===== config.mk =====
export PLATFORM = sky130hd
export DESIGN_NAME = kufef_ctrl
export DESIGN_NICKNAME = d
export VERILOG_FILES = /design/src/sv/kufef_pkg.sv /design/src/sv/kufef_ctrl.sv
export SDC_FILE = /design/constraint.sdc
export NUM_CORES = 1
export LEC_CHECK = 0
export BUFFER_PORTS_ARGS = -buffer_cell sky130_fd_sc_hd__buf_2
export CORE_MARGIN = 2
export CORE_UTILIZATION = 50
export CTS_BUF_LIST = sky130_fd_sc_hd__clkbuf_4 sky130_fd_sc_hd__clkbuf_8
export DETAILED_ROUTE_END_ITERATION = 10
export HOLD_SLACK_MARGIN = 0.12
export PLACE_DENSITY = 0.76
export SYNTH_ARGS = -nofsm -noshare
export SYNTH_HDL_FRONTEND = slang
export SYNTH_SLANG_ARGS = --single-unit

===== constraint.sdc =====
create_clock -name i_clk -period 4.2 [get_ports i_clk]
set_clock_uncertainty 0.05 [all_clocks]
set_input_delay 0.42 -clock i_clk [delete_from_list [all_inputs] [get_ports i_clk]]
set_output_delay 0.42 -clock i_clk [all_outputs]
set_load 0.02 [all_outputs]

===== src/sv/kufef_pkg.sv =====
package kufef_pkg;

    localparam int NODES_DEF = 1024;
    localparam int NODE_W = 10;
    localparam int WEIGHT_W = 32;

    localparam logic [NODE_W-1:0] NODE_COUNT_RST = 10'd1023;

    localparam logic MODE_CLEAR = 1'b0;
    localparam logic MODE_EDGE = 1'b1;

    typedef enum logic [1:0] {
        OUT_ACCEPT = 2'd0,
        OUT_SKIP   = 2'd1,
        OUT_RANGE  = 2'd2,
        OUT_CLEAR  = 2'd3
    } t_outcome;

    typedef enum logic [2:0] {
        S_CLR,
        S_IDLE,
        S_FIND,
        S_HALF,
        S_LINK_CHILD,
        S_LINK_ROOT,
        S_DONE
    } t_state;

    typedef struct packed {
        logic              mode;
        logic [NODE_W-1:0] end_a;
        logic [NODE_W-1:0] end_b;
        logic [WEIGHT_W-1:0] edge_weight;
    } t_in_item;

    typedef struct packed {
        t_outcome          outcome;
        logic [NODE_W-1:0] out_a;
        logic [NODE_W-1:0] out_b;
        logic [WEIGHT_W-1:0] out_weight;
    } t_out_item;

    typedef struct packed {
        logic rd_en;
        logic wr_en;
    } t_mem_ctl;

endpackage


===== src/sv/kufef_ctrl.sv =====
module kufef_ctrl #(
    parameter int NODES = kufef_pkg::NODES_DEF
) (
    input  logic                      i_clk,
    input  logic                      i_rst_n,
    input  logic                      i_in_valid,
    output logic                      o_in_ready,
    input  kufef_pkg::t_in_item       i_in_data,
    input  logic [kufef_pkg::NODE_W-1:0] i_node_count,
    input  logic                      i_slot_free,
    output logic                      o_res_valid,
    output kufef_pkg::t_out_item      o_res_data,
    output kufef_pkg::t_mem_ctl       o_mem_ctl,
    output logic [$clog2(NODES)-1:0]  o_rd_addr,
    output logic [$clog2(NODES)-1:0]  o_wr_addr,
    output logic [$clog2(NODES)+$clog2(NODES+1)-1:0] o_wr_data,
    input  logic [$clog2(NODES)+$clog2(NODES+1)-1:0] i_rd_data
);
    import kufef_pkg::*;

    localparam int IDX_W = $clog2(NODES);
    localparam int SIZE_W = $clog2(NODES + 1);
    localparam int ENT_W = IDX_W + SIZE_W;
    localparam logic [IDX_W-1:0] LAST_IDX = IDX_W'(NODES - 1);

    t_state            r_state;
    t_state            n_state;
    logic [IDX_W-1:0]  r_clr;
    logic              r_clr_item;
    t_in_item          r_item;
    t_outcome          r_outcome;
    logic [IDX_W-1:0]  r_x;
    logic [SIZE_W-1:0] r_sx;
    logic              r_walk_b;
    logic [IDX_W-1:0]  r_ra;
    logic [SIZE_W-1:0] r_sa;
    logic [IDX_W-1:0]  r_rb;
    logic [SIZE_W-1:0] r_sb;

    logic [IDX_W-1:0]  w_p;
    logic [SIZE_W-1:0] w_s;
    logic              w_root;
    logic              w_range_bad;
    logic              w_a_small;
    logic [IDX_W-1:0]  w_big;

    assign w_p = i_rd_data[ENT_W-1:SIZE_W];
    assign w_s = i_rd_data[SIZE_W-1:0];
    assign w_root = (w_p == r_x);
    assign w_a_small = (r_sa < r_sb);
    assign w_big = w_a_small ? r_rb : r_ra;

    assign w_range_bad = (i_in_data.end_a > i_node_count)
                      || (i_in_data.end_b > i_node_count)
                      || (32'(i_in_data.end_a) >= NODES)
                      || (32'(i_in_data.end_b) >= NODES);

    // next state
    always_comb begin
        n_state = r_state;
        case (r_state)
            S_CLR: begin
                if (r_clr == LAST_IDX) begin
                    n_state = r_clr_item ? S_DONE : S_IDLE;
                end
            end
            S_IDLE: begin
                if (i_in_valid) begin
                    if (i_in_data.mode == MODE_CLEAR) begin
                        n_state = S_CLR;
                    end else if (w_range_bad) begin
                        n_state = S_DONE;
                    end else begin
                        n_state = S_FIND;
                    end
                end
            end
            S_FIND: begin
                if (w_root) begin
                    if (r_walk_b) begin
                        n_state = (r_ra == r_x) ? S_DONE : S_LINK_CHILD;
                    end
                end else begin
                    n_state = S_HALF;
                end
            end
            S_HALF:       n_state = S_FIND;
            S_LINK_CHILD: n_state = S_LINK_ROOT;
            S_LINK_ROOT:  n_state = S_DONE;
            S_DONE: begin
                if (i_slot_free) begin
                    n_state = S_IDLE;
                end
            end
            default:      n_state = S_IDLE;
        endcase
    end

    // outputs and memory port
    always_comb begin
        o_in_ready = 1'b0;
        o_res_valid = 1'b0;
        o_mem_ctl = '0;
        o_rd_addr = r_x;
        o_wr_addr = r_x;
        o_wr_data = '0;
        case (r_state)
            S_CLR: begin
                o_mem_ctl.wr_en = 1'b1;
                o_wr_addr = r_clr;
                o_wr_data = {r_clr, SIZE_W'(1)};
            end
            S_IDLE: begin
                o_in_ready = 1'b1;
                o_mem_ctl.rd_en = i_in_valid && (i_in_data.mode == MODE_EDGE) && !w_range_bad;
                o_rd_addr = IDX_W'(i_in_data.end_a);
            end
            S_FIND: begin
                if (w_root) begin
                    o_mem_ctl.rd_en = !r_walk_b;
                    o_rd_addr = IDX_W'(r_item.end_b);
                end else begin
                    o_mem_ctl.rd_en = 1'b1;
                    o_rd_addr = w_p;
                end
            end
            S_HALF: begin
                // relink to grandparent and step there
                o_mem_ctl.wr_en = 1'b1;
                o_wr_addr = r_x;
                o_wr_data = {w_p, r_sx};
                o_mem_ctl.rd_en = 1'b1;
                o_rd_addr = w_p;
            end
            S_LINK_CHILD: begin
                o_mem_ctl.wr_en = 1'b1;
                if (w_a_small) begin
                    o_wr_addr = r_ra;
                    o_wr_data = {r_rb, r_sa};
                end else begin
                    o_wr_addr = r_rb;
                    o_wr_data = {r_ra, r_sb};
                end
            end
            S_LINK_ROOT: begin
                o_mem_ctl.wr_en = 1'b1;
                o_wr_addr = w_big;
                o_wr_data = {w_big, SIZE_W'(r_sa + r_sb)};
            end
            S_DONE: begin
                o_res_valid = i_slot_free;
            end
            default: begin
                o_in_ready = 1'b0;
            end
        endcase
    end

    always_comb begin
        o_res_data.outcome = r_outcome;
        if (r_outcome == OUT_CLEAR) begin
            o_res_data.out_a = '0;
            o_res_data.out_b = '0;
            o_res_data.out_weight = '0;
        end else begin
            o_res_data.out_a = r_item.end_a;
            o_res_data.out_b = r_item.end_b;
            o_res_data.out_weight = r_item.edge_weight;
        end
    end

    always_ff @(posedge i_clk) begin
        if (!i_rst_n) begin
            r_state <= S_CLR;
            r_clr <= '0;
            r_clr_item <= 1'b0;
        end else begin
            r_state <= n_state;
            if (r_state == S_CLR) begin
                r_clr <= r_clr + 1'b1;
            end else if (r_state == S_IDLE && i_in_valid) begin
                r_clr <= '0;
                r_clr_item <= 1'b1;
            end
        end
    end

    always_ff @(posedge i_clk) begin
        case (r_state)
            S_CLR: begin
                r_outcome <= OUT_CLEAR;
            end
            S_IDLE: begin
                if (i_in_valid) begin
                    r_item <= i_in_data;
                    r_x <= IDX_W'(i_in_data.end_a);
                    r_walk_b <= 1'b0;
                    r_outcome <= OUT_RANGE;
                end
            end
            S_FIND: begin
                if (w_root) begin
                    if (!r_walk_b) begin
                        r_ra <= r_x;
                        r_sa <= w_s;
                        r_x <= IDX_W'(r_item.end_b);
                        r_walk_b <= 1'b1;
                    end else begin
                        r_rb <= r_x;
                        r_sb <= w_s;
                        r_outcome <= (r_ra == r_x) ? OUT_SKIP : OUT_ACCEPT;
                    end
                end else begin
                    r_sx <= w_s;
                end
            end
            S_HALF: begin
                r_x <= w_p;
            end
            default: begin
                r_x <= r_x;
            end
        endcase
    end

endmodule


==> metrics.txt, run 1 <==
status=finished, final reports clean; RSZ-0062 raised after global routing=no; hold_sp=i_in_data[42]; first-pass GRT wire length=32800 µm; Final min period=3.70 ns; max_slew headroom=29.5%; Critical Path Start=r_sa[2]; TritonRoute pass-1 iters=5; Max stage delay cell, worst path=edfxtp_1; setup ws final=0.498 ns; Avg Inst Size Synth=10.6 µm²; vias=6463; CTS Buffer Depth=2; IO Port Bufs=186; Worst-path clk slew=0.08 ns; Final Max Tran Viols=0; Hold WC Path Type=in2reg; clk_lat worst skew=0.45 ns; Required @ worst endpoint=3.73 ns; flops & latches, synth=132; GRT Residual Overflow=0; sequential area share after synthesis=50.5%; clk sinks=132; Detail Route Antenna Nets=0; Starting Density=51.7%; CP Data Arrival Time=3.23 ns; Syn Std Cell Area=7580 µm²; Tot GR Track Use=26.0%; Mapped Nets=843; Iteration-0 DRC Markers=462; Cell Pwr Density=279 nW/µm²; # nets final=1083; Worst-Margin Slew=1.06 ns; Layout area overhead=27.4%; P_leak=4.16 nW; EDFF count, synth=118; number of global-route vias before repair=6434; Cell Rows=44; crit end category=output pin; top_reg_cell synth=edfxtp_1; Final Setup Violations=0; Yosys cell types=63; asr flop ratio synth=0%; total die area=16200 µm²; CP startpoint kind=register; die height=127 µm; CTS Buf Count=17; VDD IR max=223 µV; Worst Path Max Fanout=10; CP Class=reg2out; I/O pin count=187; Final Hold Vio Count=0; layout cells sized above 1=25.1%; DR WL/cell=17.8 µm; largest area contributor in the netlist=edfxtp_1; Yosys top cell area share=46.8%; synth warn=0; worst r2r src=r_state[0]; post-CTS setup buffers=0; pin count of the biggest net entering global routing=53; die width=127 µm; core area=14600 µm²; Root Buffer=clkbuf_8; Detailed Route WL=20400 µm; highest cell delay on the worst timing path=0.42 ns; cells after synthesis=712; CTS tree=yes; DRC=0; DP Worst Slack=1.00 ns; fin crit share=88.1%; GP Congestion=0.909; f_max=270 MHz; HPWL Detailed=14400 µm; initial antenna violation count=1; worst-path cell chain=ha_1, a21oi_2, a21oi_1, or3_1, a21o_1, buf_4, mux2i_1, o21ai_0, buf_2; Vias/cell=5.62; Sum Neg Setup Slack=0 ns; Max H-tree Level=4; Max Cap Viol=0; top post-synthesis cells by area=edfxtp_1, ha_1, mux2i_1
cells in the final DEF, fill, tap and decap left out, drive strengths merged, types with 7 or more instances in the layout:
cell | synthesis | layout
buf | 8 | 203
edfxtp | 118 | 118
nand2 | 65 | 65
and2 | 60 | 60
o21ai | 55 | 55
dlygate4sd3 | 0 | 51
mux2i | 47 | 47
nor2 | 42 | 42
ha | 42 | 42
a21oi | 36 | 36
inv | 35 | 36
a22oi | 20 | 20
xnor2 | 18 | 18
clkbuf | 25 | 17
dfxtp | 14 | 14
a31oi | 10 | 10
xor2 | 10 | 10
nand4 | 9 | 9
nor3 | 9 | 9
clkinv | 1 | 9
nand3 | 8 | 8
nor2b | 7 | 7
o221ai | 7 | 7
nor4 | 7 | 7
layer usage:
metal  vias to the layer above  wire (µm)  track usage [%]
met5                         -          0                0
met4                         0        517             9.76
met3                        42       1650             6.45
met2                       298       9850             43.8
met1                      3027       8430             32.6
li1                       3096          -                -
Yosys cell counts (9+ instances only):
cell,number
ha_1,42
o21ai_0,45
nand2_1,65
o21ai_1,10
clkbuf_1,25
a21oi_1,35
xor2_1,10
nor2_1,42
nand4_1,9
mux2i_1,47
and2_1,59
a22oi_1,20
a31oi_1,10
inv_1,35
edfxtp_1,118
xnor2_1,18
dfxtp_1,14
sequential cells by signal, summed over array words and instances (netlist names):
register	cells
r_item	52
r_sa	11
r_sb	11
r_sx	11
r_clr	10
r_ra	10
r_rb	10
r_x	10
r_state	3
r_outcome	2
r_clr_item	1
r_walk_b	1
worst max-delay path, delay by kind of cell, from the launching register on:
family	cells	cell delay, ns
AOI/OAI and AO/OA	4	0.92
buffers and inverters	2	0.52
DFF	1	0.42
adders and majority gates	1	0.40
and+or+nand+nor	1	0.39
muxes	1	0.13
power by group:
group / switching, mW / internal (mW) / total [mW]
clock network: 0.511 / 0.578 / 1.09
logic: 0.0824 / 0.0944 / 0.177
registers: 0.00398 / 1.42 / 1.43
logic make-up after synthesis:
family | synth area share (%)
AOI/OAI and AO/OA | 14.0
xor gates and xnor gates | 3.24
DFF | 50.5
and+or+nand+nor | 15.3
muxes | 6.21
adders and majority gates | 7.20
buffers and inverters | 3.58
worst paths after layout:
check             endpoint  slack (ns)  cells after the start
max reg2reg      r_item[7]        1.33                      4
min reg2reg       r_clr[1]        0.50                      2
max          o_wr_data[11]        0.50                      9
min             r_item[42]        0.15                      1
metrics by stage:
stage	instances	cell area [µm²]	hold slack, ns	utilization (%)	power, mW
2_1_floorplan	712	7580	0.427	-	1.52
3_3_place_gp	1066	8740	0.478	59.7	1.59
3_5_place_dp	1066	8740	0.486	59.7	1.60
4_1_cts	1149	9650	0.123	65.9	2.71
5_1_grt	1150	9650	0.121	65.9	2.79
6_report	1150	9650	0.147	65.9	2.69
layout make-up:
type	count	area (µm²)
antenna	1	2.50
clock buffer	17	234
clock inverter	15	164
fill	1180	4990
inverter	36	135
multi-input combinational	511	3490
sequential	132	3820
tap	184	230
timing repair buffer	254	1570
repair_timing:
item / in CTS / in global routing
hold buffers: 51 / 0
resized for setup: 0 / 0
endpoints found under the hold margin: 69 / 0
Note: power is estimated with default switching activity, not from simulation.
==> run 2: changes to the inputs <==
--- a/config.mk
+++ b/config.mk
@@ -11,7 +11,7 @@
 export CTS_BUF_LIST = sky130_fd_sc_hd__clkbuf_4 sky130_fd_sc_hd__clkbuf_8
 export DETAILED_ROUTE_END_ITERATION = 10
 export HOLD_SLACK_MARGIN = 0.12
-export PLACE_DENSITY = 0.76
+export PLACE_DENSITY = 0.79
 export SYNTH_ARGS = -nofsm -noshare
 export SYNTH_HDL_FRONTEND = slang
 export SYNTH_SLANG_ARGS = --single-unit
==> constraint.sdc (replaced) <==
create_clock -name i_clk -period 3.2 [get_ports i_clk]
set_clock_uncertainty 0.05 [all_clocks]
set_input_delay 0.32 -clock i_clk [delete_from_list [all_inputs] [get_ports i_clk]]
set_output_delay 0.32 -clock i_clk [all_outputs]
set_load 0.02 [all_outputs]
==> metrics.txt, run 2 (same netlist as run 1, synthesis figures left out) <==
Final Max Tran Viols=0 (unchanged); CTS tree=yes; GP Congestion=0.922 (+1.4%); met2 WL=11300 µm (+15%); VDD IR max=246 µV (+10%); total die area=16200 µm² (unchanged); GRT Residual Overflow=0 (unchanged); fin crit share=102%; Tot GR Track Use=27.7% (+1.7 points); Worst Path Max Fanout=6 (-4); worst r2r src=r_state[1]; first-pass GRT wire length=34600 µm (+5.4%); Final min period=3.26 ns; Root Buffer=clkbuf_8; RSZ-0062 raised after global routing=yes; Routed met3 length=1710 µm (+3.8%); status=finished with violations; Worst R2R End=r_sx[10]; DR WL/cell=18.9 µm (+6.2%); hold_sp=i_in_data[52]; die width=127 µm (unchanged); Final Hold Vio Count=0 (unchanged); Max Cap Viol=0 (unchanged); Detail Route Antenna Nets=0 (unchanged); layout cells sized above 1=29.3% (+4.2 points); Max H-tree Level=4 (unchanged); commonest non-fill, non-tap cell in the layout=buf_2; max_slew headroom=23.4% (-6.2 points); worst hold path stage count=3 (+2); vias=6794 (+5.1%); Detailed Route WL=22400 µm (+9.8%); IO Port Bufs=186 (unchanged); CTS Buffer Depth=2 (unchanged); initial antenna violation count=1 (unchanged); CP startpoint kind=register; r2r worst-path depth=2 (-2); # nets final=1122 (+3.6%); CTS Buf Count=17 (unchanged); pin count of the biggest net entering global routing=53 (unchanged); Worst Hold End=r_state[2]; TritonRoute pass-1 iters=5 (unchanged); CP Data Arrival Time=2.89 ns (-0.34 ns); die height=127 µm (unchanged); WL met1=8790 µm (+4.2%); f_max=306 MHz; HPWL Detailed=14900 µm (+3.1%); clk_lat worst skew=0.45 ns (about the same); Worst-path clk slew=0.07 ns (about the same); Layout Utilization=69.5% (+3.6 points); P_leak=4.37 nW (+4.9%); post-layout instance area=10200 µm² (+5.5%); Required @ worst endpoint=2.83 ns (-0.90 ns); crit end category=output pin; setup ws final=-0.0639 ns (-0.562 ns); core area=14600 µm² (unchanged); Starting Density=51.7% (unchanged); Hold WC Path Type=in2reg; DRC=0 (unchanged); Layout area overhead=34.4%; most frequent cells in the layout=buf_2, edfxtp_1, nand2_1, dlygate4sd3_1, and2_1; Vias/cell=5.71 (+1.7%); Cell Pwr Density=330 nW/µm² (+18%); register name with the most flops=r_item; Final Setup Violations=13 (+13); Sum Neg Setup Slack=-0.302 ns (-0.302 ns); max reg flops=52 (unchanged); FF-to-FF setup slack=0.69 ns (-0.64 ns); CP Class=reg2out; dpl cell area=8820 µm² (+0.87%); clk sinks=132 (unchanged); Worst-Margin Slew=1.15 ns (+0.0882 ns); number of global-route vias before repair=6647 (+3.3%); Cell Rows=44 (unchanged); I/O pin count=187 (unchanged); failing checks=negative setup slack; top routing layer used=met4; Iteration-0 DRC Markers=534 (+16%)
-- run 2: cell count changes in the layout (fill, tap and decap cells not counted), moves of 5 or more --
cell / change
buf_4: +41
buf_2: -23
buf_6: +8
dlygate4sd3_1: +12
clkbuf_4: +7
ha_4: +5
ha_1: -6
-- run 2: worst max-delay path by stage --
stage / slack [ns] / from / cells past startpoint / to
after floorplan: 0.1 / r_state[2] / 5 / o_mem_ctl[1]
after global placement: 0.28 / r_sa[2] / 9 / o_wr_data[8]
after detailed placement: 0.15 / r_sa[2] / 9 / o_wr_data[15]
after CTS: -0.07 / r_sa[4] / 9 / o_wr_addr[1]
after global routing: -0.15 / r_sb[2] / 11 / o_wr_addr[4]
final: -0.06 / r_sa[2] / 10 / o_wr_addr[4]
-- run 2: worst max-delay path, stage by stage (launching register included) --
cell and delay [ns]:
edfxtp_1 0.46, ha_4 0.31, a21oi_4 0.13, a21oi_2 0.07, or3_4 0.42, o311ai_4 0.31, buf_6 0.16, buf_6 0.12
mux2i_1 0.18, o21ai_1 0.09, buf_4 0.18
-- run 2: area by class of cell --
class | instances | area (µm²)
Antenna cell | 1 | 2.50
Clock buffer | 25 | 300
Clock inverter | 7 | 35.0
Fill cell | 1068 | 4460
Inverter | 36 | 135
Multi-Input combinational cell | 511 | 3660
Sequential cell | 132 | 3820
Tap cell | 184 | 230
Timing Repair Buffer | 293 | 1990
-- run 2: what timing repair did --
| action | in CTS | in global routing |
|---|---|---|
| hold buffers | 63 | 0 |
| pin swaps | 5 | 12 |
| buffers inserted | 10 | 5 |
| gates resized for setup | 23 | 46 |
| endpoints found under the hold margin | 85 | 0 |
| cloned | 1 | 0 |
| setup endpoints to repair | 31 | 41 |
-- run 2: metrics by stage --
stage	instances	hold WS (ns)	total power, mW	setup slack (ns)
2_1_floorplan	712	0.369	1.99	0.0973
3_3_place_gp	1077	0.446	2.09	0.278
3_5_place_dp	1077	0.448	2.10	0.149
4_1_cts	1183	0.128	3.36	-0.0655
5_1_grt	1189	0.150	3.47	-0.151
6_report	1189	0.154	3.37	-0.0639
-- run 2: routing by layer --
layer  GRT usage [%]  up-vias
li1                -     3173
met1            33.2     3244
met2            48.0      326
met3            7.41       51
met4            10.5        0
met5               0        -
-- run 2: report_power, final --
part	internal (mW)	total (mW)	switching, mW
combinational	0.137	0.254	0.117
clock	0.604	1.24	0.632
sequential	1.87	1.88	0.00480
total	2.61	3.37	0.754
